--- src/sv/inertia_tensor_accumulator_macros.svh ---
// ----------------------------------------------------------------------------
// inertia tensor accumulator assertion macros
// shared concurrent assertion forms, clocked on i_clk, off during reset
// ----------------------------------------------------------------------------
`ifndef INERTIA_TENSOR_ACCUMULATOR_MACROS_SVH
`define INERTIA_TENSOR_ACCUMULATOR_MACROS_SVH

// same-cycle implication
`define ITACC_ASSERT_IMPLY(name, cond, cons, msg) \
    name: assert property (@(posedge i_clk) disable iff (!i_rst_n) (cond) |-> (cons)) \
        else $error(msg);

// next-cycle implication
`define ITACC_ASSERT_NEXT(name, cond, cons, msg) \
    name: assert property (@(posedge i_clk) disable iff (!i_rst_n) (cond) |=> (cons)) \
        else $error(msg);

`endif

--- src/sv/itacc_pkg.sv ---
// ----------------------------------------------------------------------------
// itacc_pkg
// shared types and constants of the inertia tensor accumulator
// ----------------------------------------------------------------------------
package itacc_pkg;

    localparam int COORD_WIDTH = 20;
    localparam int MASS_WIDTH  = 16;
    localparam int QUEUE_DEPTH = 4;
    localparam int NUM_SUMS    = 6;
    localparam int SUM_WIDTH   = 64;
    localparam int CFG_IDX_W   = 2;

    typedef enum logic [CFG_IDX_W-1:0] {
        CFG_CENTER_X = 2'd0,
        CFG_CENTER_Y = 2'd1,
        CFG_CENTER_Z = 2'd2
    } t_cfg_idx;

    typedef struct packed {
        logic [MASS_WIDTH-1:0]         mass;
        logic signed [COORD_WIDTH-1:0] pos_x;
        logic signed [COORD_WIDTH-1:0] pos_y;
        logic signed [COORD_WIDTH-1:0] pos_z;
        logic                          last_point;
    } t_in_item;

    typedef struct packed {
        logic signed [SUM_WIDTH-1:0] tensor_xx;
        logic signed [SUM_WIDTH-1:0] tensor_yy;
        logic signed [SUM_WIDTH-1:0] tensor_zz;
        logic signed [SUM_WIDTH-1:0] tensor_xy;
        logic signed [SUM_WIDTH-1:0] tensor_xz;
        logic signed [SUM_WIDTH-1:0] tensor_yz;
    } t_out_item;

    typedef struct packed {
        logic full;
        logic empty;
    } t_queue_status;

    typedef struct packed {
        logic pop;
    } t_back_ctrl;

endpackage

--- src/sv/itacc_queue.sv ---
// ----------------------------------------------------------------------------
// itacc_queue
// small first-in first-out queue between the front and the back
// ----------------------------------------------------------------------------
module itacc_queue #(
    parameter int WIDTH = 8,
    parameter int DEPTH = itacc_pkg::QUEUE_DEPTH,
    localparam int PTR_W = (DEPTH > 1) ? $clog2(DEPTH) : 1,
    localparam int CNT_W = $clog2(DEPTH + 1)
) (
    input  logic                     i_clk,
    input  logic                     i_rst_n,
    input  logic                     i_push,
    input  logic [WIDTH-1:0]         i_data,
    input  itacc_pkg::t_back_ctrl    i_ctrl,
    output itacc_pkg::t_queue_status o_status,
    output logic [WIDTH-1:0]         o_data
);

    logic [WIDTH-1:0] r_mem [DEPTH];
    logic [PTR_W-1:0] r_wr_ptr, r_rd_ptr, n_wr_ptr, n_rd_ptr;
    logic [CNT_W-1:0] r_count, n_count;

    always_comb begin
        n_wr_ptr = r_wr_ptr;
        n_rd_ptr = r_rd_ptr;
        n_count  = r_count;
        if (i_push) begin
            n_wr_ptr = (r_wr_ptr == PTR_W'(DEPTH - 1)) ? '0 : r_wr_ptr + 1'b1;
        end
        if (i_ctrl.pop) begin
            n_rd_ptr = (r_rd_ptr == PTR_W'(DEPTH - 1)) ? '0 : r_rd_ptr + 1'b1;
        end
        if (i_push && !i_ctrl.pop) begin
            n_count = r_count + 1'b1;
        end else if (!i_push && i_ctrl.pop) begin
            n_count = r_count - 1'b1;
        end
    end

    always_ff @(posedge i_clk) begin
        if (!i_rst_n) begin
            r_wr_ptr <= '0;
            r_rd_ptr <= '0;
            r_count  <= '0;
        end else begin
            r_wr_ptr <= n_wr_ptr;
            r_rd_ptr <= n_rd_ptr;
            r_count  <= n_count;
        end
    end

    always_ff @(posedge i_clk) begin
        if (i_push) begin
            r_mem[r_wr_ptr] <= i_data;
        end
    end

    assign o_data         = r_mem[r_rd_ptr];
    assign o_status.full  = (r_count == CNT_W'(DEPTH));
    assign o_status.empty = (r_count == '0);

endmodule

--- config.mk ---
export PLATFORM = sky130hd
export DESIGN_NAME = itacc_queue
export DESIGN_NICKNAME = d
export VERILOG_FILES = /design/src/sv/inertia_tensor_accumulator_macros.svh /design/src/sv/itacc_pkg.sv /design/src/sv/itacc_queue.sv
export SDC_FILE = /design/constraint.sdc
export NUM_CORES = 1
export LEC_CHECK = 0
export BUFFER_PORTS_ARGS = -buffer_cell sky130_fd_sc_hd__buf_2
export CORE_ASPECT_RATIO = 1.4
export CORE_MARGIN = 10
export CORE_UTILIZATION = 59
export CTS_CLUSTER_SIZE = 16
export DETAILED_ROUTE_END_ITERATION = 12
export PLACE_DENSITY = 0.82
export SLEW_MARGIN = 25
export SYNTH_ARGS = -nofsm -noshare
export SYNTH_HDL_FRONTEND = slang
export SYNTH_SLANG_ARGS = --single-unit
--- constraint.sdc ---
create_clock -name i_clk -period 2.6 [get_ports i_clk]
set_clock_uncertainty 0.1 [all_clocks]
set_input_delay 0.65 -clock i_clk [delete_from_list [all_inputs] [get_ports i_clk]]
set_output_delay 0.65 -clock i_clk [all_outputs]
set_load 0.05 [all_outputs]
==> results of run 1 <==
==> metal layers <==
| metal | vias to the layer above | global-route usage |
|---|---|---|
| met4 | 0 | 0.06438 |
| met3 | 4 | 0.04905 |
| met1 | 395 | 0.1027 |
| met2 | 25 | 0.1816 |
| li1 | 383 | - |
| met5 | - | 0 |
==> layout by cell type, fill, tap and decap left out <==
cell type   netlist  layout
dfxtp_1           9       9
buf_2             0      21
nor2b_1           5       5
and2_1            5       5
xnor2_1           1       1
xor2_1            1       1
bufinv_16         0       1
a21boi_1          1       1
nor2_1            1       1
mux4_2            8       8
nor3b_1           1       1
ha_1              6       6
o21a_1            1       1
or3_1             1       1
o21ai_0           1       1
clkbuf_4          0       5
edfxtp_1         32      32
clkbuf_8          0       1
mux2i_1           4       4
nor3_1            2       2
fa_1              1       1
inv_1             4       4
clkinvlp_4        0       1
buf_4             0       1
==> registers in the layout (all words and copies together), names as in the netlist, named ones only <==
register	flops
r_mem	32
r_rd_ptr	2
r_wr_ptr	2
r_count	3
==> through the flow <==
stage / power (mW) / utilization / std cells / worst slack (ns) / instance area [sq um]
floorplan: 0.9550 / - / 86 / 0.3482 / 1615
global placement: 1.004 / 0.6718 / 142 / 0.4301 / 1757
detailed placement: 1.014 / 0.6718 / 142 / 0.3739 / 1757
CTS: 1.431 / 0.7057 / 150 / 0.1990 / 1846
global route: 1.479 / 0.7057 / 150 / 0.1269 / 1846
finish: 1.414 / 0.7057 / 150 / 0.2333 / 1846
==> final cells by class <==
cell class	instances	area, sq um	share of cell area
inverters	4	15.01	0.008136
clock inverters	2	37.54	0.02034
flip-flops and latches	41	1141	0.6183
well taps	36	45.04	0.02441
clock buffers	6	51.30	0.02780
repair buffers	22	112.6	0.06102
multi-input cells	39	442.9	0.2400
==> power by group <==
part,switching [mW],leakage [nW],internal (mW),total [mW]
logic,0.150,0.269,0.0782,0.228
clock network,0.190,0.0445,0.228,0.418
registers,0.0230,0.368,0.745,0.768
total,0.362,0.682,1.05,1.41
==> worst reg2reg max path, stage by stage, from the launching register on <==
cell      delay [ns]
dfxtp_1         0.37
fa_1            0.45
xor2_1          0.16
or3_1           0.30
a21boi_1        0.14
==> synthesized netlist by cell type, drive strengths merged <==
library cell / number
a21boi: 1
and2: 5
buf: 1
clkbuf: 1
dfxtp: 9
edfxtp: 32
fa: 1
ha: 6
inv: 4
mux2i: 4
mux4: 8
nor2: 1
nor2b: 5
nor3: 2
nor3b: 1
o21a: 1
o21ai: 1
or3: 1
xnor2: 1
xor2: 1
==> logic make-up (layout without fill, tap and decap cells) <==
family,count (synthesis),in the layout
compound gates,3,3
xor+xnor,2,2
fa+ha+maj,7,7
buf+inv,6,34
flops,41,41
mux,12,12
simple gates,15,15
==> final timing paths <==
check / startpoint / to / slack (ns) / cells after the start
max: register / o_data[0] / 0.23 / 3
min: r_count[2]$_SDFFE_PN0P_ / r_count[2]$_SDFFE_PN0P_ / 0.41 / 2
max reg2reg: r_count[0]$_SDFFE_PN0P_ / r_count[2]$_SDFFE_PN0P_ / 1.03 / 4
min reg2reg: r_count[2]$_SDFFE_PN0P_ / r_count[2]$_SDFFE_PN0P_ / 0.41 / 2
==> summary.md, run 1 <==
| Metric | Value |
|---|---|
| Status | finished, final reports clean |
| Drt via density | 5.380 |
| Fin. max-slew vios | 0 |
| Final Net Count | 132 |
| Synth Area in Compound Gates | 0.01239 |
| DR vias | 807 |
| Clock tree buffer depth | 2 |
| Io pins | 22 |
| Via count of the first global-routing pass | 868 |
| CTS clk-pin slew, worst paths | 0.11 ns |
| Post-CTS Repair Setup Buffers | 0 |
| #FFs+latches synth | 41 |
| Tcrit/Tclk final | 0.9103 |
| Crit start category | register |
| Cells after Synth | 86 |
| Largest family of logic cells by synthesized area | multiplexers |
| DR WL met3 | 179 microns |
| Std-Cell Rows | 22 |
| Setup_tns | 0 ns |
| Initial Util | 0.6177 |
| WP data required | 1.85 ns |
| Mux share of post-synthesis cell area | 0.1363 |
| Pleak | 0.6817 nW |
| M1 WL | 898 microns |
| Yosys top cell area share | 0.5949 |
| WP buf/inv | 2 |
| Top Layer Used | met4 |
| Hold WC Path Type | reg2reg |
| Arr. time, crit path | 1.62 ns |
| Initial antenna violation count | 0 |
| Layout cells sized above 1 | 0.3333 |
| Pin count of the biggest net entering global routing | 14 |
| CTS Buf Count | 5 |
| Synthesized area | 0.001615 sq mm |
| Synth top area cells | edfxtp_1 (59%), dfxtp_1 (11%), mux4_2 (11%), ha_1 (4.6%), mux2i_1 (2.5%) |
| Power Dens Cells | 766.2 mW/mm^2 |
| CP max FO | 8 |
| Synthesized Nets | 105 |
| Drt total wl | 2425 microns |
| Slowest stage delay, CP | 0.52 ns |
| H-tree depth | 2 |
| Synth unique cells | 20 |
| Met2 Routed Length | 1295 microns |
| Gr ovfl total | 0 |
| Routed Antenna Nets | 0 |
| Max-Cap Viols | 0 |
| Final-report hold violation count | 0 |
| Die ar. | 0.005260 sq mm |
| Period minus WS final | 2.367 ns |
| Fill cell total of the finished layout | 183 |
| N_diodes | 0 |
| Avg Inst Size Synth | 18.78 sq um |
| CTS tree | done |
| Drt first pass iters | 2 |
| Crit path max-delay family | multiplexers |
| # resized after CTS | 0 |
| Area grow syn2layout | 14.25% |
| Critical path class | reg2out |
| First-pass GRT wire length | 4119 microns |
| Wire length per cell | 16.17 microns |
| RePlAce Congestion | 0.6674 |
| DR DRC count | 0 |
| Clock root buffer | clkbuf_4 |
| VDD IR-drop max | 0.0003987 V |
| DRT iter0 DRCs | 39 |
| Cell taking the most area after synthesis | edfxtp_1 |
| Fmax | 422.5 MHz |
| All-Layer GR Usage | 0.1059 |
| # clock sinks | 41 |
| Minimum hold slack | 0.4121 ns |
| Slowest CP cell | mux4_2 |
| Simple-gate share of the synthesized area | 0.05577 |
| Sequential fraction of the synthesis area | 0.7064 |
| Xor/xnor share of the synthesized area | 0.01084 |
| Adder-cell share of the synthesized area | 0.05887 |
| Crit-path cells | buf_4 > mux4_2 > buf_2 |
| Setup crit end kind | primary output |
| Post-DP HPWL | 1755 microns |
| # port buffers | 21 |
| RSZ-0062 raised after global routing | no |
| Slew HR | 0.6942 |
| Skew-Pair Late Insertion Delay | 0.34 ns |
| Post-CTS Hold Fix Bufs | 0 |
| Die Y-Extent | 81.91 microns |
| Core area | 0.002615 sq mm |
| Chip width | 64.22 microns |
| Measured slew at the worst slew-check pin | 0.4587 ns |
| Setup violators final | 0 |
| Yosys warning count | 0 |
Power figures use the tool's default switching activity.
==> run 2: changes to the inputs <==
--- a/config.mk
+++ b/config.mk
@@ -5,13 +5,14 @@
 export SDC_FILE = /design/constraint.sdc
 export NUM_CORES = 1
 export LEC_CHECK = 0
-export BUFFER_PORTS_ARGS = -buffer_cell sky130_fd_sc_hd__buf_2
+export BUFFER_PORTS_ARGS = -buffer_cell sky130_fd_sc_hd__buf_4
 export CORE_ASPECT_RATIO = 1.4
 export CORE_MARGIN = 10
 export CORE_UTILIZATION = 59
 export CTS_CLUSTER_SIZE = 16
 export DETAILED_ROUTE_END_ITERATION = 12
 export PLACE_DENSITY = 0.82
+export RECOVER_POWER = 25
 export SLEW_MARGIN = 25
 export SYNTH_ARGS = -nofsm -noshare
 export SYNTH_HDL_FRONTEND = slang
==> constraint.sdc (replaced) <==
create_clock -name i_clk -period 3 [get_ports i_clk]
set_clock_uncertainty 0.1 [all_clocks]
set_input_delay 0.75 -clock i_clk [delete_from_list [all_inputs] [get_ports i_clk]]
set_output_delay 0.75 -clock i_clk [all_outputs]
set_load 0.05 [all_outputs]
==> run 2 against run 1 <==
- global-route usage is 0.46 points lower
- first-iteration DRC count is 31% lower
- clock-buffer cell count stayed put
- sequential power is 13% lower
- non-clock buffer count is 1 lower
- sequential cell count stayed put
- design area is 0.34% higher
- register-to-register slack better by 0.37 ns
- setup slack better by 0.13 ns
- combinational power is 9.6% lower
- critical path type unchanged
- largest cell class unchanged
- largest power group unchanged
==> summary.md, run 2 (same netlist as run 1, synthesis figures left out) <==
| Metric | Value |
|---|---|
| Status | finished, final reports clean |
| Crit start category | register |
| Top reg by flops | r_mem |
| # resized after CTS | 0 (unchanged) |
| N_diodes | 0 (unchanged) |
| Final-report hold violation count | 0 (unchanged) |
| Tcrit/Tclk final | 0.8794 |
| Layout cells sized above 1 | 0.2566 (-0.07670) |
| WP buf/inv | 1 (-1) |
| CTS Buf Count | 5 (unchanged) |
| Post-DP HPWL | 1818 microns (+3.6%) |
| Routed Antenna Nets | 0 (unchanged) |
| R2R depth | 4 (unchanged) |
| Clock root buffer | clkbuf_4 |
| CTS clk-pin slew, worst paths | 0.10 ns (about the same) |
| Slew HR | 0.6454 (-0.04882) |
| Most frequent cells in the layout | edfxtp_1 (32), buf_4 (14), dfxtp_1 (9) |
| Setup violators final | 0 (unchanged) |
| Pin count of the biggest net entering global routing | 14 (unchanged) |
| Crit. path cell count | 2 (-1) |
| Largest regs | r_mem: 32 flops, r_count: 3 flops |
| RSZ-0062 raised after global routing | no |
| M1 WL | 939 microns (+4.6%) |
| Drt first pass iters | 4 (+2) |
| VDD IR-drop max | 0.0005129 V (+29%) |
| CTS tree | done |
| Initial antenna violation count | 0 (unchanged) |
| R2r endpoint | r_count[2]$_SDFFE_PN0P_ |
| Met2 Routed Length | 1294 microns (about the same) |
| DRT iter0 DRCs | 27 (-31%) |
| Fmax | 379.0 MHz |
| Top Layer Used | met4 |
| Fin. max-slew vios | 0 (unchanged) |
| All-Layer GR Usage | 0.1013 (-0.004621) |
| H-tree depth | 2 (unchanged) |
| Gr ovfl total | 0 (unchanged) |
| Wire length per cell | 16.23 microns (+0.38%) |
| Post-CTS Hold Fix Bufs | 0 (unchanged) |
| Fin cells | 149 (-0.67%) |
| Measured slew at the worst slew-check pin | 0.5312 ns (+0.07250 ns) |
| Reg2reg setup slack | 1.40 ns (+0.37 ns) |
| Core area | 0.002615 sq mm (unchanged) |
| Die ar. | 0.005260 sq mm (unchanged) |
| Chip width | 64.22 microns (unchanged) |
| # port buffers | 21 (unchanged) |
| CP max FO | 8 (unchanged) |
| Crit path max-delay family | flip-flops |
| DR DRC count | 0 (unchanged) |
| Drt via density | 5.195 (-3.4%) |
| Fill cell total of the finished layout | 168 (-8.2%) |
| Clock tree buffer depth | 2 (unchanged) |
| Footprint of the multi-input gates | 442.9 sq um (unchanged) |
| Setup_tns | 0 ns (unchanged) |
| Max reg flops | 32 (unchanged) |
| Power Dens Cells | 653.1 mW/mm^2 (-15%) |
| Slowest CP cell | dfxtp_1 |
| Critical path class | reg2out |
| Reg2reg start | r_count[0]$_SDFFE_PN0P_ |
| Skew-Pair Late Insertion Delay | 0.33 ns (about the same) |
| Commonest non-fill, non-tap cell in the layout | edfxtp_1 |
| Hold WC Path Type | reg2reg |
| RePlAce Congestion | 0.6955 (+4.2%) |
| DR WL met3 | 136 microns (-24%) |
| Crit-path cells | mux4_2 > buf_4 |
| Area grow syn2layout | 14.64% |
| Initial Util | 0.6177 (unchanged) |
| Period minus WS final | 2.638 ns |
| Via count of the first global-routing pass | 865 (-0.35%) |
| Io pins | 22 (unchanged) |
| # clock sinks | 41 (unchanged) |
| DR vias | 774 (-4.1%) |
| Arr. time, crit path | 1.79 ns (+0.17 ns) |
| Pleak | 0.6664 nW (-2.2%) |
| Std-Cell Rows | 22 (unchanged) |
| Drt total wl | 2418 microns (-0.29%) |
| Max-Cap Viols | 0 (unchanged) |
| Cell total after placement | 141 (-0.70%) |
| Slowest stage delay, CP | 0.67 ns (+0.15 ns) |
| Final Net Count | 131 (-0.76%) |
| Register area | 0.001141 sq mm (unchanged) |
| Post-CTS Repair Setup Buffers | 0 (unchanged) |
| WP data required | 2.15 ns (+0.30 ns) |
| Die Y-Extent | 81.91 microns (unchanged) |
| Setup crit end kind | primary output |
| CP Capture Point | o_data[2] |
| First-pass GRT wire length | 4057 microns (-1.5%) |
==> run 2: layout make-up <==
type / instances / area share
Inverter: 4 / 0.008108
Clock inverter: 2 / 0.01892
Tap cell: 36 / 0.02432
Clock buffer: 6 / 0.02230
Sequential cell: 41 / 0.6162
Timing Repair Buffer: 21 / 0.07095
Multi-Input combinational cell: 39 / 0.2392
==> run 2: where the power goes <==
part           switching (mW)  internal [mW]
Sequential             0.0241          0.646
Clock                   0.159          0.175
Combinational           0.127         0.0788
Total                   0.310          0.899
==> run 2: worst min-delay path by stage <==
stage | from | endpoint | cells after the start
after floorplan | r_count[2]$_SDFFE_PN0P_ | r_count[2]$_SDFFE_PN0P_ | 2
after global placement | r_count[2]$_SDFFE_PN0P_ | r_count[2]$_SDFFE_PN0P_ | 2
after detailed placement | r_count[2]$_SDFFE_PN0P_ | r_count[2]$_SDFFE_PN0P_ | 2
after CTS | r_count[2]$_SDFFE_PN0P_ | r_count[2]$_SDFFE_PN0P_ | 2
after global routing | r_count[2]$_SDFFE_PN0P_ | r_count[2]$_SDFFE_PN0P_ | 2
final | r_count[2]$_SDFFE_PN0P_ | r_count[2]$_SDFFE_PN0P_ | 2
==> run 2: worst register-to-register path: cells and delay by family, from the launching register on <==
family / cells / cell delay, ns
fa+ha+maj: 1 / 0.44
xor+xnor: 1 / 0.16
flops: 1 / 0.37
compound gates: 1 / 0.15
simple gates: 1 / 0.31
==> run 2: per-stage QoR <==
stage | util | power, mW | hold slack [ns] | setup slack [ns] | area, sq um
finish | 0.7081 | 1.209 | 0.4363 | 0.3617 | 1852
detailed placement | 0.6890 | 0.8948 | 0.4283 | 0.6404 | 1802
global route | 0.7081 | 1.257 | 0.4784 | 0.2294 | 1852
floorplan | - | 0.8277 | 0.3651 | 0.6482 | 1615
global placement | 0.6890 | 0.8857 | 0.3802 | 0.6996 | 1802
CTS | 0.7182 | 1.227 | 0.4448 | 0.3102 | 1878
==> run 2: per-layer routing <==
| metal | up-vias | GRT usage |
|---|---|---|
| met5 | - | 0 |
| met4 | 0 | 0.05150 |
| met3 | 5 | 0.03678 |
| met2 | 23 | 0.1856 |
| met1 | 369 | 0.09839 |
| li1 | 377 | - |
