===== src/sv/inertia_tensor_accumulator_macros.svh =====
// ----------------------------------------------------------------------------
// inertia tensor accumulator assertion macros
// shared concurrent assertion forms, clocked on i_clk, off during reset
// ----------------------------------------------------------------------------
`ifndef INERTIA_TENSOR_ACCUMULATOR_MACROS_SVH
`define INERTIA_TENSOR_ACCUMULATOR_MACROS_SVH

// same-cycle implication
`define ITACC_ASSERT_IMPLY(name, cond, cons, msg) \
    name: assert property (@(posedge i_clk) disable iff (!i_rst_n) (cond) |-> (cons)) \
        else $error(msg);

// next-cycle implication
`define ITACC_ASSERT_NEXT(name, cond, cons, msg) \
    name: assert property (@(posedge i_clk) disable iff (!i_rst_n) (cond) |=> (cons)) \
        else $error(msg);

`endif


===== src/sv/itacc_pkg.sv =====
// ----------------------------------------------------------------------------
// itacc_pkg
// shared types and constants of the inertia tensor accumulator
// ----------------------------------------------------------------------------
package itacc_pkg;

    localparam int COORD_WIDTH = 20;
    localparam int MASS_WIDTH  = 16;
    localparam int QUEUE_DEPTH = 4;
    localparam int NUM_SUMS    = 6;
    localparam int SUM_WIDTH   = 64;
    localparam int CFG_IDX_W   = 2;

    typedef enum logic [CFG_IDX_W-1:0] {
        CFG_CENTER_X = 2'd0,
        CFG_CENTER_Y = 2'd1,
        CFG_CENTER_Z = 2'd2
    } t_cfg_idx;

    typedef struct packed {
        logic [MASS_WIDTH-1:0]         mass;
        logic signed [COORD_WIDTH-1:0] pos_x;
        logic signed [COORD_WIDTH-1:0] pos_y;
        logic signed [COORD_WIDTH-1:0] pos_z;
        logic                          last_point;
    } t_in_item;

    typedef struct packed {
        logic signed [SUM_WIDTH-1:0] tensor_xx;
        logic signed [SUM_WIDTH-1:0] tensor_yy;
        logic signed [SUM_WIDTH-1:0] tensor_zz;
        logic signed [SUM_WIDTH-1:0] tensor_xy;
        logic signed [SUM_WIDTH-1:0] tensor_xz;
        logic signed [SUM_WIDTH-1:0] tensor_yz;
    } t_out_item;

    typedef struct packed {
        logic full;
        logic empty;
    } t_queue_status;

    typedef struct packed {
        logic pop;
    } t_back_ctrl;

endpackage


===== src/sv/itacc_front.sv =====
// ----------------------------------------------------------------------------
// itacc_front
// accepts point items, forms center offsets, magnitudes and term signs
// ----------------------------------------------------------------------------
module itacc_front #(
    parameter int COORD_WIDTH = itacc_pkg::COORD_WIDTH,
    parameter int MASS_WIDTH  = itacc_pkg::MASS_WIDTH,
    localparam int AW = COORD_WIDTH + 1,
    localparam int QW = 4 + MASS_WIDTH + 3 * AW
) (
    input  logic                          i_valid,
    output logic                          o_stall,
    input  itacc_pkg::t_in_item           i_item,
    input  logic signed [COORD_WIDTH-1:0] i_center_x,
    input  logic signed [COORD_WIDTH-1:0] i_center_y,
    input  logic signed [COORD_WIDTH-1:0] i_center_z,
    input  itacc_pkg::t_queue_status      i_q_status,
    output logic                          o_push,
    output logic [QW-1:0]                 o_entry
);

    logic signed [COORD_WIDTH-1:0] px, py, pz;
    logic signed [COORD_WIDTH:0]   dx, dy, dz;
    logic [AW-1:0]                 ax, ay, az;
    logic [2:0]                    neg;

    always_comb begin
        px = COORD_WIDTH'(i_item.pos_x);
        py = COORD_WIDTH'(i_item.pos_y);
        pz = COORD_WIDTH'(i_item.pos_z);
        dx = {px[COORD_WIDTH-1], px} - {i_center_x[COORD_WIDTH-1], i_center_x};
        dy = {py[COORD_WIDTH-1], py} - {i_center_y[COORD_WIDTH-1], i_center_y};
        dz = {pz[COORD_WIDTH-1], pz} - {i_center_z[COORD_WIDTH-1], i_center_z};
        ax = dx[COORD_WIDTH] ? AW'(-dx) : AW'(dx);
        ay = dy[COORD_WIDTH] ? AW'(-dy) : AW'(dy);
        az = dz[COORD_WIDTH] ? AW'(-dz) : AW'(dz);
        // off-diagonal term is negative when the offsets share a sign
        neg[0] = (dx[COORD_WIDTH] == dy[COORD_WIDTH]);
        neg[1] = (dx[COORD_WIDTH] == dz[COORD_WIDTH]);
        neg[2] = (dy[COORD_WIDTH] == dz[COORD_WIDTH]);
    end

    assign o_stall = i_q_status.full;
    assign o_push  = i_valid && !i_q_status.full;
    assign o_entry = {i_item.last_point, neg, MASS_WIDTH'(i_item.mass), ax, ay, az};

endmodule


===== config.mk =====
export PLATFORM = sky130hd
export DESIGN_NAME = itacc_front
export DESIGN_NICKNAME = d
export VERILOG_FILES = /design/src/sv/inertia_tensor_accumulator_macros.svh /design/src/sv/itacc_pkg.sv /design/src/sv/itacc_front.sv
export SDC_FILE = /design/constraint.sdc
export NUM_CORES = 1
export LEC_CHECK = 0
export BUFFER_PORTS_ARGS = -buffer_cell sky130_fd_sc_hd__buf_2
export CAP_MARGIN = 10
export CORE_AREA = 4 4 117 91
export DETAILED_ROUTE_END_ITERATION = 8
export DIE_AREA = 0 0 121 95
export MAX_ROUTING_LAYER = met4
export PLACE_DENSITY = 0.9
export SLEW_MARGIN = 20
export SYNTH_ARGS = -nofsm -noshare
export SYNTH_HDL_FRONTEND = slang
export SYNTH_SLANG_ARGS = --single-unit

===== constraint.sdc =====
create_clock -name vclk -period 11.05
set_clock_uncertainty 0.05 [all_clocks]
set_input_delay 3.315 -clock vclk [all_inputs]
set_output_delay 3.315 -clock vclk [all_outputs]
set_load 0.01 [all_outputs]

==> impl_summary.txt, run 1 <==
----------------------------------------------------
[Final layout]
  Area growth, synth to finish ... 18.0%
  Count of flip-flops and latches ... 0
  Number of fillers in the final layout ... roughly 860
  Share of the core filled with cells ... between 60 and 70%
  Share of cells above drive strength 1 ... 25.1%
  Number of standard cells in the layout, taps in and fillers out ... 1,023
  Ant diodes ... 0
  CLK BUF ... 0
  Footprint of the flip-flops and latches ... 0 µm²
  Number of nets in the layout ... ~1,100
  Design area ... approximately 5900 µm²

[Floorplanning]
  Core area ... between 9000 and 10,000 µm²
  Die width ... 121 µm
  Row count ... 31
  Floorplan die height ... 95 µm
  Initial core utilization ... between 50 and 60%
  Die area ... ~11,000 µm²
  Top Ports ... 225

[Place]
  Count of port buffers added during placement ... 190
  Placement Cell Area ... 5890 µm²
  Final RePlAce weighted congestion ... 0.967
  Placed insts ... 1,023
  Sum of net half-perimeters after detailed placement ... 11,900 µm

[Synthesis]
  Number of warnings printed during yosys synthesis ... 0
  Cell types with the largest area share after synthesis ... sky130_fd_sc_hd__ha_1, sky130_fd_sc_hd__xnor2_1, sky130_fd_sc_hd__a21oi_1, sky130_fd_sc_hd__inv_1, sky130_fd_sc_hd__xor2_1
  Commonest cells in the netlist ... sky130_fd_sc_hd__inv_1, sky130_fd_sc_hd__a21oi_1, sky130_fd_sc_hd__ha_1
  Portion of synthesized cell area occupied by the leading cell type ... 15.8%
  Number of distinct library cells after synthesis ... 76
  Post-synth design cell area ... 4990 µm²
  Synthesized instance count ... 740
  Leading area contributor after synthesis ... sky130_fd_sc_hd__ha_1
  Mean area per synthesized cell ... 6.74 µm²
  Cell with the most instances after synthesis ... sky130_fd_sc_hd__inv_1
  Synthesized netlist net count ... around 950
  Fraction of the yosys area taken by sequential cells ... 0%

[Pwr]
  Worst voltage drop across the vdd grid ... around 0.00005 V
  Sequential share of power ... 0%
  Net switching power ... slightly below 0.0003 W
  Sw Ratio ... 57.7%
  Internal Dissipation ... 0.000215 W
  Gate power share ... 100.0%
  Leakage ... 3.01 nW
  Clock share of power ... 0%
  Areal power density over the cells ... 86.3 nW/µm²

[Global route]
  Global-route wire length before repair ... 21,700 µm
  Global route total overflow ... 0
  Largest net degree at the start of global routing ... 23
  Number of global-route vias before repair ... 5,001
  Overall Global Routing Usage ... 22.3%
  Number of antenna violations at the first check in global routing ... 0

[Timing]
  Final hold violation count ... 0
  Transition time of the tightest slew-check pin ... roughly 0.9 ns
  Final Hold Slack ... 6.58 ns
  Fraction of the cycle the final worst path needs ... 92.1%
  Max Transition Viols Final ... 0
  Min Clock Period, post-route ... around 10 ns
  Fmax ... between 0.09 and 0.1 GHz
  Worst relative slew slack ... 39.1%
  Setup repair after global routing missed its margin ... false
  Setup total negative slack ... 0 ns
  Final setup viols ... 0

[Worst setup path]
  Critical path data arrival time ... 6.81 ns
  Kind of end point of the critical path ... output pin
  Critical Setup Path Class ... in -> out
  Required time at the worst-slack endpoint ... 7.69 ns
  Category of the worst setup path launch point ... input pin
  Maximum fanout along the worst path ... 19

[Detailed routing]
  Remaining number of nets flagged by the antenna check after routing ... 0
  Number of remaining DRC errors ... 0
  Post-detailed-route wirelength per cell ... 13.4 µm
  Final WL ... 13,700 µm
  Vias per inst ... ~5.6
  DRC violation total after the first TritonRoute iteration ... 314
  Number of detailed-routing iterations run before antenna repair ... 5
  Detailed-route via count ... 5,717

[CTS]
  Number of cells upsized or downsized after cts ... 0
  Total setup buffers inserted after CTS ... 0
  CTS hold repair buffers ... 0

[Worst hold path]
  Beginning of the worst hold path ... i_item[70]
  Hold WC Path Type ... in -> out
  Number of cells traversed by the worst hold path ... 0
  End of the worst hold path ... o_entry[72]

[Outcome]
  Result of the run ... finished clean

[Run]
  Max Cap Violations ... 0

----------------------------------------------------
placed cells by master, fill, tap and decap left out, types with 4 or more instances in the layout:
cell type	n
sky130_fd_sc_hd__nor4_1	4
sky130_fd_sc_hd__nand4_1	8
sky130_fd_sc_hd__o21a_1	8
sky130_fd_sc_hd__and3_1	12
sky130_fd_sc_hd__a211oi_1	10
sky130_fd_sc_hd__o21bai_1	4
sky130_fd_sc_hd__nor3_1	8
sky130_fd_sc_hd__a21oi_2	4
sky130_fd_sc_hd__mux2i_1	6
sky130_fd_sc_hd__nand2b_1	16
sky130_fd_sc_hd__o21ai_1	14
sky130_fd_sc_hd__nor2b_1	11
sky130_fd_sc_hd__xnor2_1	60
sky130_fd_sc_hd__ha_1	63
sky130_fd_sc_hd__a21oi_1	66
sky130_fd_sc_hd__buf_2	190
sky130_fd_sc_hd__inv_1	87
sky130_fd_sc_hd__o211ai_1	12
sky130_fd_sc_hd__nand3_1	20
sky130_fd_sc_hd__a21o_1	16
sky130_fd_sc_hd__a41oi_1	5
sky130_fd_sc_hd__nand2_1	51
sky130_fd_sc_hd__o21ai_0	24
sky130_fd_sc_hd__nor2_1	61
sky130_fd_sc_hd__a31oi_1	12
sky130_fd_sc_hd__o2111ai_1	5
sky130_fd_sc_hd__xor2_1	37
logic make-up after synthesis:
logic type | synth area share [%]
simple gates | 23.7
mux | 1.43
fa+ha+maj | 17.0
compound gates | 29.6
xor+xnor | 17.0
buf+inv | 11.3
worst max-delay path by stage:
stage	endpoint	start	slack, ns	cells past startpoint
after CTS	o_entry[3]	i_item[1]	0.92	15
final	o_entry[3]	i_item[1]	0.87	15
after detailed placement	o_entry[3]	i_item[1]	0.94	15
after global placement	o_entry[3]	i_item[1]	0.98	15
after global routing	o_entry[3]	i_item[1]	0.71	15
after floorplan	o_entry[41]	i_item[21]	1.72	11
cell type report:
cell class | count | area (µm²) | share of cell area (%)
tap | 132 | 165 | 2.80
multi-input combinational | 612 | 4430 | 75.3
timing repair buffer | 192 | 966 | 16.4
inverter | 87 | 327 | 5.54
metal layers:
layer  wire [µm]  vias to the layer above  GRT usage (%)
met4         191                        0           3.49
li1            -                     2920              -
met5           0                        -              -
met3        1120                       18          0.599
met1        6200                     2542           30.2
met2        6240                      237           38.2
critical path, stage by stage:
cell	delay [ns]
sky130_fd_sc_hd__buf_2	0.07
sky130_fd_sc_hd__inv_1	0.03
sky130_fd_sc_hd__ha_1	0.22
sky130_fd_sc_hd__fa_1	0.44
sky130_fd_sc_hd__nand2b_1	0.20
sky130_fd_sc_hd__a21oi_1	0.25
sky130_fd_sc_hd__o21ai_2	0.19
sky130_fd_sc_hd__o41ai_2	0.51
sky130_fd_sc_hd__a211oi_1	0.14
sky130_fd_sc_hd__nor2_1	0.18
sky130_fd_sc_hd__a2bb2oi_2	0.64
sky130_fd_sc_hd__buf_4	0.27
sky130_fd_sc_hd__nor2_1	0.06
sky130_fd_sc_hd__xor2_1	0.14
sky130_fd_sc_hd__buf_2	0.15
stage by stage:
stage	power [W]	setup WS [ns]
after floorplan	0.000354	1.72
after CTS	0.000506	0.919
after global routing	0.000556	0.712
after global placement	0.000495	0.976
after detailed placement	0.000504	0.942
final	0.000508	0.874
power groups by stage:
| stage | Sequential (W) | Combinational, W | Clock [W] |
|---|---|---|---|
| final | 0 | 0.000508 | 0 |
| after global routing | 0 | 0.000556 | 0 |
| after CTS | 0 | 0.000506 | 0 |
| after detailed placement | 0 | 0.000504 | 0 |
| after global placement | 0 | 0.000495 | 0 |
| after floorplan | 0 | 0.000354 | 0 |
(Power assumes the default switching activity.)
==> run 2, diff against run 1 <==
Settings changed: BUFFER_PORTS_ARGS -buffer_cell sky130_fd_sc_hd__buf_2 to not set, CORE_AREA 4 4 117 91 to 4 4 119 92, DIE_AREA 0 0 121 95 to 0 0 123 96, DONT_BUFFER_PORTS set to 1, PLACE_DENSITY 0.9 to 0.68.
==> impl_summary.txt, run 2 <==
----------------------------------------------------
[Synthesis]
  Post-synth design cell area ... 4990 µm²
  Number of distinct library cells after synthesis ... 76
  Synthesized netlist net count ... 946
  Synthesized instance count ... 740
  Portion of synthesized cell area occupied by the leading cell type ... 15.8%
  Commonest cells in the netlist ... sky130_fd_sc_hd__inv_1, sky130_fd_sc_hd__a21oi_1, sky130_fd_sc_hd__ha_1
  Cell types with the largest area share after synthesis ... sky130_fd_sc_hd__ha_1, sky130_fd_sc_hd__xnor2_1, sky130_fd_sc_hd__a21oi_1, sky130_fd_sc_hd__inv_1, sky130_fd_sc_hd__xor2_1
  Mean area per synthesized cell ... 6.74 µm²
  Cell with the most instances after synthesis ... sky130_fd_sc_hd__inv_1
  Fraction of the yosys area taken by sequential cells ... 0%
  Leading area contributor after synthesis ... sky130_fd_sc_hd__ha_1
  Number of warnings printed during yosys synthesis ... 0

[Floorplanning]
  Floorplan die height ... 96 µm
  Die width ... 123 µm
  Top Ports ... 225
  Row count ... 31
  Initial core utilization ... 51.7%

[CTS]
  Number of cells upsized or downsized after cts ... 0
  CTS hold repair buffers ... 0
  Total setup buffers inserted after CTS ... 0

[Global route]
  Overall Global Routing Usage ... 22.3%
  Global route total overflow ... 0
  Largest net degree at the start of global routing ... 23
  Number of antenna violations at the first check in global routing ... 0
  Global-route wire length before repair ... 21,500 µm
  Number of global-route vias before repair ... 4,535

[Outcome]
  Last stage reached ... detailed routing
  Halt Reason ... [ERROR DRT-0255] Maze Route cannot find path of net i_item[75] in worker of routeBox ( 96600 0 ) ( 123000 48300 ).
  Result of the run ... aborted with a tool error

[Place]
  Placement Cell Area ... 4940 µm²
  Sum of net half-perimeters after detailed placement ... 12,200 µm
  Count of port buffers added during placement ... 0
  Final RePlAce weighted congestion ... approximately 0.94

----------------------------------------------------
-- run 2: cell counts after synthesis --
No cell type changed its count.
-- run 2: logic make-up after synthesis --
| logic type | after synthesis | synth area share [%] |
|---|---|---|
| XOR/XNOR | 97 | 17.0 |
| AND/OR/NAND/NOR | 225 | 23.7 |
| adder cells (fa/ha/maj) | 66 | 17.0 |
| AO/OA/AOI/OAI | 217 | 29.6 |
| buffers and inverters | 128 | 11.3 |
| multiplexers | 7 | 1.43 |
-- run 2: stage by stage --
stage          utilization (%)  worst slack (ns)  cells
2_1_floorplan                -              1.72    740
3_3_place_gp              51.2              1.23    833
3_5_place_dp              51.2              1.21    833
4_1_cts                   51.2              1.19    833
5_1_grt                   51.2             0.916    833
-- run 2: routing by layer --
metal,track usage [%]
met1,28.4
met4,5.25
met2,36.6
met5,-
met3,4.35
==> run 3, diff against run 2 <==
Settings changed: CORE_AREA 4 4 119 92 to 4 4 122 124, DIE_AREA 0 0 123 96 to 0 0 126 128, MAX_ROUTING_LAYER met4 to not set, PLACE_DENSITY 0.68 to not set, PLACE_DENSITY_LB_ADDON set to 0.15.
==> impl_summary.txt, run 3 (synthesis gave the netlist of run 1 again) <==
----------------------------------------------------
[Worst setup path]
  Worst stage delay on the critical path ... 0.47 ns
  Number of buffer and inverter instances along the worst setup path ... 2
  Maximum fanout along the worst path ... 14
  Required time at the worst-slack endpoint ... 7.69 ns
  Critical path data arrival time ... around 6.7 ns
  Kind of end point of the critical path ... output pin
  Category of the worst setup path launch point ... input pin
  List of cells traversed by the critical path ... inv_1 > ha_1 > fa_1 > nand2b_1 > a2111oi_0 > nor2_1 > a311oi_1 > o31a_1 > nor4_1 > a21oi_1 > buf_4 > o21ba_2 > xor2_1
  Slowest library cell on the worst path ... sky130_fd_sc_hd__a21oi_1
  Worst path top cell family by delay ... compound AO/OA/AOI/OAI gates
  Critical Setup Path Class ... in -> out

[Detailed routing]
  Length of routed met3 wiring ... 1050 µm
  Number of detailed-routing iterations run before antenna repair ... 4
  Detailed-route via count ... 5,051
  Vias per inst ... 5.73
  Highest signal layer in the routed design ... met4
  DRC violation total after the first TritonRoute iteration ... 218
  Post-detailed-route wirelength per cell ... 16.4 µm
  Remaining number of nets flagged by the antenna check after routing ... 0
  Metal1 wirelength ... approximately 6400 µm
  Final WL ... 14,400 µm
  Number of remaining DRC errors ... 0
  Met2 wire length ... 6900 µm

[CTS]
  Number of cells upsized or downsized after cts ... 0
  CTS hold repair buffers ... 0
  Total setup buffers inserted after CTS ... 0

[Timing]
  Setup total negative slack ... 0 ns
  Fmax ... 0.0993 GHz
  Fraction of the cycle the final worst path needs ... 91.1%
  Final setup viols ... 0
  Min Clock Period, post-route ... approximately 10 ns
  Max Transition Viols Final ... 0
  Final hold violation count ... 0
  Transition time of the tightest slew-check pin ... 1.07 ns
  Worst relative slew slack ... 28.6%
  Setup repair after global routing missed its margin ... false

[Pwr]
  Gate power share ... 100.0%
  Leakage ... 2.25 nW
  Worst voltage drop across the vdd grid ... around 0.000025 V
  Net switching power ... 0.000278 W
  Sw Ratio ... 64.9%
  Areal power density over the cells ... 85.8 nW/µm²
  Clock share of power ... 0%
  Sequential share of power ... 0%
  Internal Dissipation ... 0.000151 W

[Final layout]
  Share of the core filled with cells ... 36.3%
  Most common cell after layout, fill and taps aside ... sky130_fd_sc_hd__inv_1
  Footprint of the flip-flops and latches ... 0 µm²
  Count of flip-flops and latches ... 0
  Top library cells by usage in the layout, fill and taps aside ... sky130_fd_sc_hd__inv_1, sky130_fd_sc_hd__a21oi_1, sky130_fd_sc_hd__ha_1, sky130_fd_sc_hd__nor2_1, sky130_fd_sc_hd__xnor2_1
  Number of fillers in the final layout ... about 1,500
  CLK BUF ... 0
  Share of cells above drive strength 1 ... under 10%
  Number of nets in the layout ... 909
  Ant diodes ... 0
  Area of combinational cells with multiple inputs ... 4430 µm²
  Area growth, synth to finish ... 0.201%

[Global route]
  Global-route wire length before repair ... 22,700 µm
  Largest net degree at the start of global routing ... 23
  Global route total overflow ... 0
  Number of global-route vias before repair ... 4,763
  Overall Global Routing Usage ... 16.1%
  Number of antenna violations at the first check in global routing ... 0

[Floorplanning]
  Die width ... between 100 and 150 µm
  Floorplan die height ... roughly 130 µm
  Row count ... between 40 and 50
  Initial core utilization ... 36.2%
  Core area ... 13,800 µm²
  Die area ... 16,100 µm²
  Top Ports ... 225

[Place]
  Sum of net half-perimeters after detailed placement ... 12,600 µm
  Final RePlAce weighted congestion ... ~0.9
  Count of port buffers added during placement ... 0

[Worst hold path]
  Hold WC Path Type ... in -> out

[Run]
  Max Cap Violations ... 0

[Outcome]
  Result of the run ... finished clean

----------------------------------------------------
-- run 3: final cells by class --
cell class / count / area share [%]
Inverter: 87 / 6.53
Multi-Input combinational cell: 612 / 88.7
Tap cell: 180 / 4.50
Timing Repair Buffer: 2 / 0.300
-- run 3: power by group through the flow --
stage | Sequential [W] | Combinational, W | Clock, W
floorplan | 0 | 0.000354 | 0
global placement | 0 | 0.000423 | 0
detailed placement | 0 | 0.000428 | 0
CTS | 0 | 0.000430 | 0
global route | 0 | 0.000472 | 0
finish | 0 | 0.000429 | 0
-- run 3: routing by layer --
metal | vias to the layer above | global-route usage [%]
met2 | 159 | 28.8
met4 | 0 | 1.26
met3 | 12 | 3.08
met1 | 2348 | 21.0
met5 | - | 0
li1 | 2532 | -
-- run 3: path summary, 6_finish.rpt --
path,endpoint,from,cells after the start,slack (ns)
worst max-delay path,o_entry[27],i_item[21],13,0.98
worst min-delay path,o_entry[63],i_item[61],0,6.58
-- run 3: through the flow --
| stage | power (W) | instances | hold WS, ns | instance area (µm²) | worst slack [ns] |
|---|---|---|---|---|---|
| floorplan | 0.000354 | 740 | 6.63 | 4990 | 1.72 |
| global placement | 0.000423 | 881 | 6.58 | 5000 | 1.07 |
| detailed placement | 0.000428 | 881 | 6.58 | 5000 | 1.00 |
| CTS | 0.000430 | 881 | 6.58 | 5000 | 0.992 |
| global route | 0.000472 | 881 | 6.58 | 5000 | 0.707 |
| finish | 0.000429 | 881 | 6.58 | 5000 | 0.982 |
==> run 4, diff against run 3 <==
--- a/config.mk
+++ b/config.mk
@@ -8,5 +8,5 @@
 export CAP_MARGIN = 10
-export CORE_AREA = 4 4 122 124
+export CORE_AREA = 4 4 135 111
 export DETAILED_ROUTE_END_ITERATION = 8
-export DIE_AREA = 0 0 126 128
+export DIE_AREA = 0 0 139 115
 export DONT_BUFFER_PORTS = 1
==> constraint.sdc (replaced) <==
create_clock -name vclk -period 12.4
set_clock_uncertainty 0.05 [all_clocks]
set_input_delay 3.72 -clock vclk [all_inputs]
set_output_delay 3.72 -clock vclk [all_outputs]
set_load 0.005 [all_outputs]
==> impl_summary.txt, run 4 (synthesis gave the netlist of run 1 again) <==
----------------------------------------------------
[Detailed routing]
  Post-detailed-route wirelength per cell ... 16.4 µm
  Remaining number of nets flagged by the antenna check after routing ... 0
  Number of detailed-routing iterations run before antenna repair ... 5
  Vias per inst ... 5.66
  Detailed-route via count ... 4,984
  DRC violation total after the first TritonRoute iteration ... 170
  Number of remaining DRC errors ... 0
  Final WL ... ~14,000 µm

[Final layout]
  Number of standard cells in the layout, taps in and fillers out ... 880
  Ant diodes ... 0
  Number of nets in the layout ... 908
  Footprint of the flip-flops and latches ... 0 µm²
  Count of flip-flops and latches ... 0
  Most common cell after layout, fill and taps aside ... sky130_fd_sc_hd__inv_1
  Share of cells above drive strength 1 ... under 10%
  Top library cells by usage in the layout, fill and taps aside ... sky130_fd_sc_hd__inv_1, sky130_fd_sc_hd__a21oi_1, sky130_fd_sc_hd__ha_1, sky130_fd_sc_hd__nor2_1, sky130_fd_sc_hd__xnor2_1
  Area growth, synth to finish ... 0.0501%
  Area of combinational cells with multiple inputs ... 4430 µm²
  CLK BUF ... 0
  Number of fillers in the final layout ... 1,465
  Share of the core filled with cells ... 37.0%

[Worst setup path]
  Most Frequent Cell on Critical Path ... sky130_fd_sc_hd__nor2_1
  Number of buffer and inverter instances along the worst setup path ... 1
  Required time at the worst-slack endpoint ... 8.63 ns
  Critical path data arrival time ... 7.08 ns
  Category of the worst setup path launch point ... input pin
  Worst stage delay on the critical path ... ~0.77 ns
  Maximum fanout along the worst path ... 22
  Slowest library cell on the worst path ... sky130_fd_sc_hd__a2bb2oi_2
  List of cells traversed by the critical path ... inv_1 > ha_1 > fa_1 > nand2b_1 > a21oi_1 > o21ai_2 > o41ai_2 > a211oi_1 > nor2_1 > a2bb2oi_2 > nor2_1 > xnor2_1
  Critical Setup Path Class ... in -> out
  Kind of end point of the critical path ... output pin
  Worst path top cell family by delay ... compound AO/OA/AOI/OAI gates

[Run]
  Max Cap Violations ... 0

[Timing]
  Final setup viols ... 0
  Fmax ... 0.0922 GHz
  Setup total negative slack ... 0 ns
  Max Transition Viols Final ... 0
  Min Clock Period, post-route ... 10.85 ns
  Final hold violation count ... 0
  Setup repair after global routing missed its margin ... false
  Transition time of the tightest slew-check pin ... 1.01 ns
  Fraction of the cycle the final worst path needs ... between 80% and 90%
  Worst relative slew slack ... 32.9%

[Floorplanning]
  Die width ... 139 µm
  Row count ... 38
  Die area ... between 15,000 and 20,000 µm²
  Initial core utilization ... between 30% and 40%
  Floorplan die height ... 115 µm
  Top Ports ... 225
  Core area ... 13,500 µm²

[Pwr]
  Areal power density over the cells ... 70.9 nW/µm²
  Worst voltage drop across the vdd grid ... 0.0000266 V
  Leakage ... 2.25 nW

[Global route]
  Number of global-route vias before repair ... 4,580
  Global-route wire length before repair ... approximately 23,000 µm
  Overall Global Routing Usage ... 16.4%
  Largest net degree at the start of global routing ... 23
  Global route total overflow ... 0
  Number of antenna violations at the first check in global routing ... 0

[Worst hold path]
  Hold WC Path Type ... in -> out

[CTS]
  CTS hold repair buffers ... 0
  Number of cells upsized or downsized after cts ... 0
  Total setup buffers inserted after CTS ... 0

[Place]
  Placed insts ... 880
  Count of port buffers added during placement ... 0
  Sum of net half-perimeters after detailed placement ... about 13,000 µm
  Final RePlAce weighted congestion ... 0.911

[Outcome]
  Result of the run ... finished clean

----------------------------------------------------
## run 4: cell type report
| cell class | instances | share of cell area (%) |
|---|---|---|
| multi-input combinational | 612 | 88.8 |
| inverter | 87 | 6.54 |
| tap | 180 | 4.51 |
| timing repair buffer | 1 | 0.150 |
## run 4: per-layer routing
metal	global-route usage, %	vias up	wire length, µm	share of wire, %
met5	0	-	0	0
met4	0.522	0	51	0.35
met3	3.53	4	1170	8.1
met2	27.2	179	6390	44
met1	23.2	2277	6830	47
li1	-	2524	-	-
## run 4: worst paths after layout
path	start	to	slack (ns)	depth (start not counted)
max	i_item[1]	o_entry[15]	1.55	12
min	i_item[66]	o_entry[68]	7.39	0
## run 4: per-stage QoR
| step | hold slack (ns) | worst slack, ns | cell area, µm² | power [W] |
|---|---|---|---|---|
| after global placement | 7.39 | 1.64 | 4990 | 0.000350 |
| final | 7.39 | 1.55 | 4990 | 0.000354 |
| after detailed placement | 7.39 | 1.60 | 4990 | 0.000353 |
| after global routing | 7.39 | 1.30 | 4990 | 0.000394 |
| after floorplan | 7.42 | 2.37 | 4990 | 0.000287 |
| after CTS | 7.39 | 1.58 | 4990 | 0.000355 |
## run 4: where the power goes
| group | switching, W | internal [W] | leakage, nW |
|---|---|---|---|
| Clock | 0 | 0 | 0 |
| Sequential | 0 | 0 | 0 |
| Combinational | 0.000220 | 0.000134 | 2.25 |
| Total | 0.000220 | 0.000134 | 2.25 |
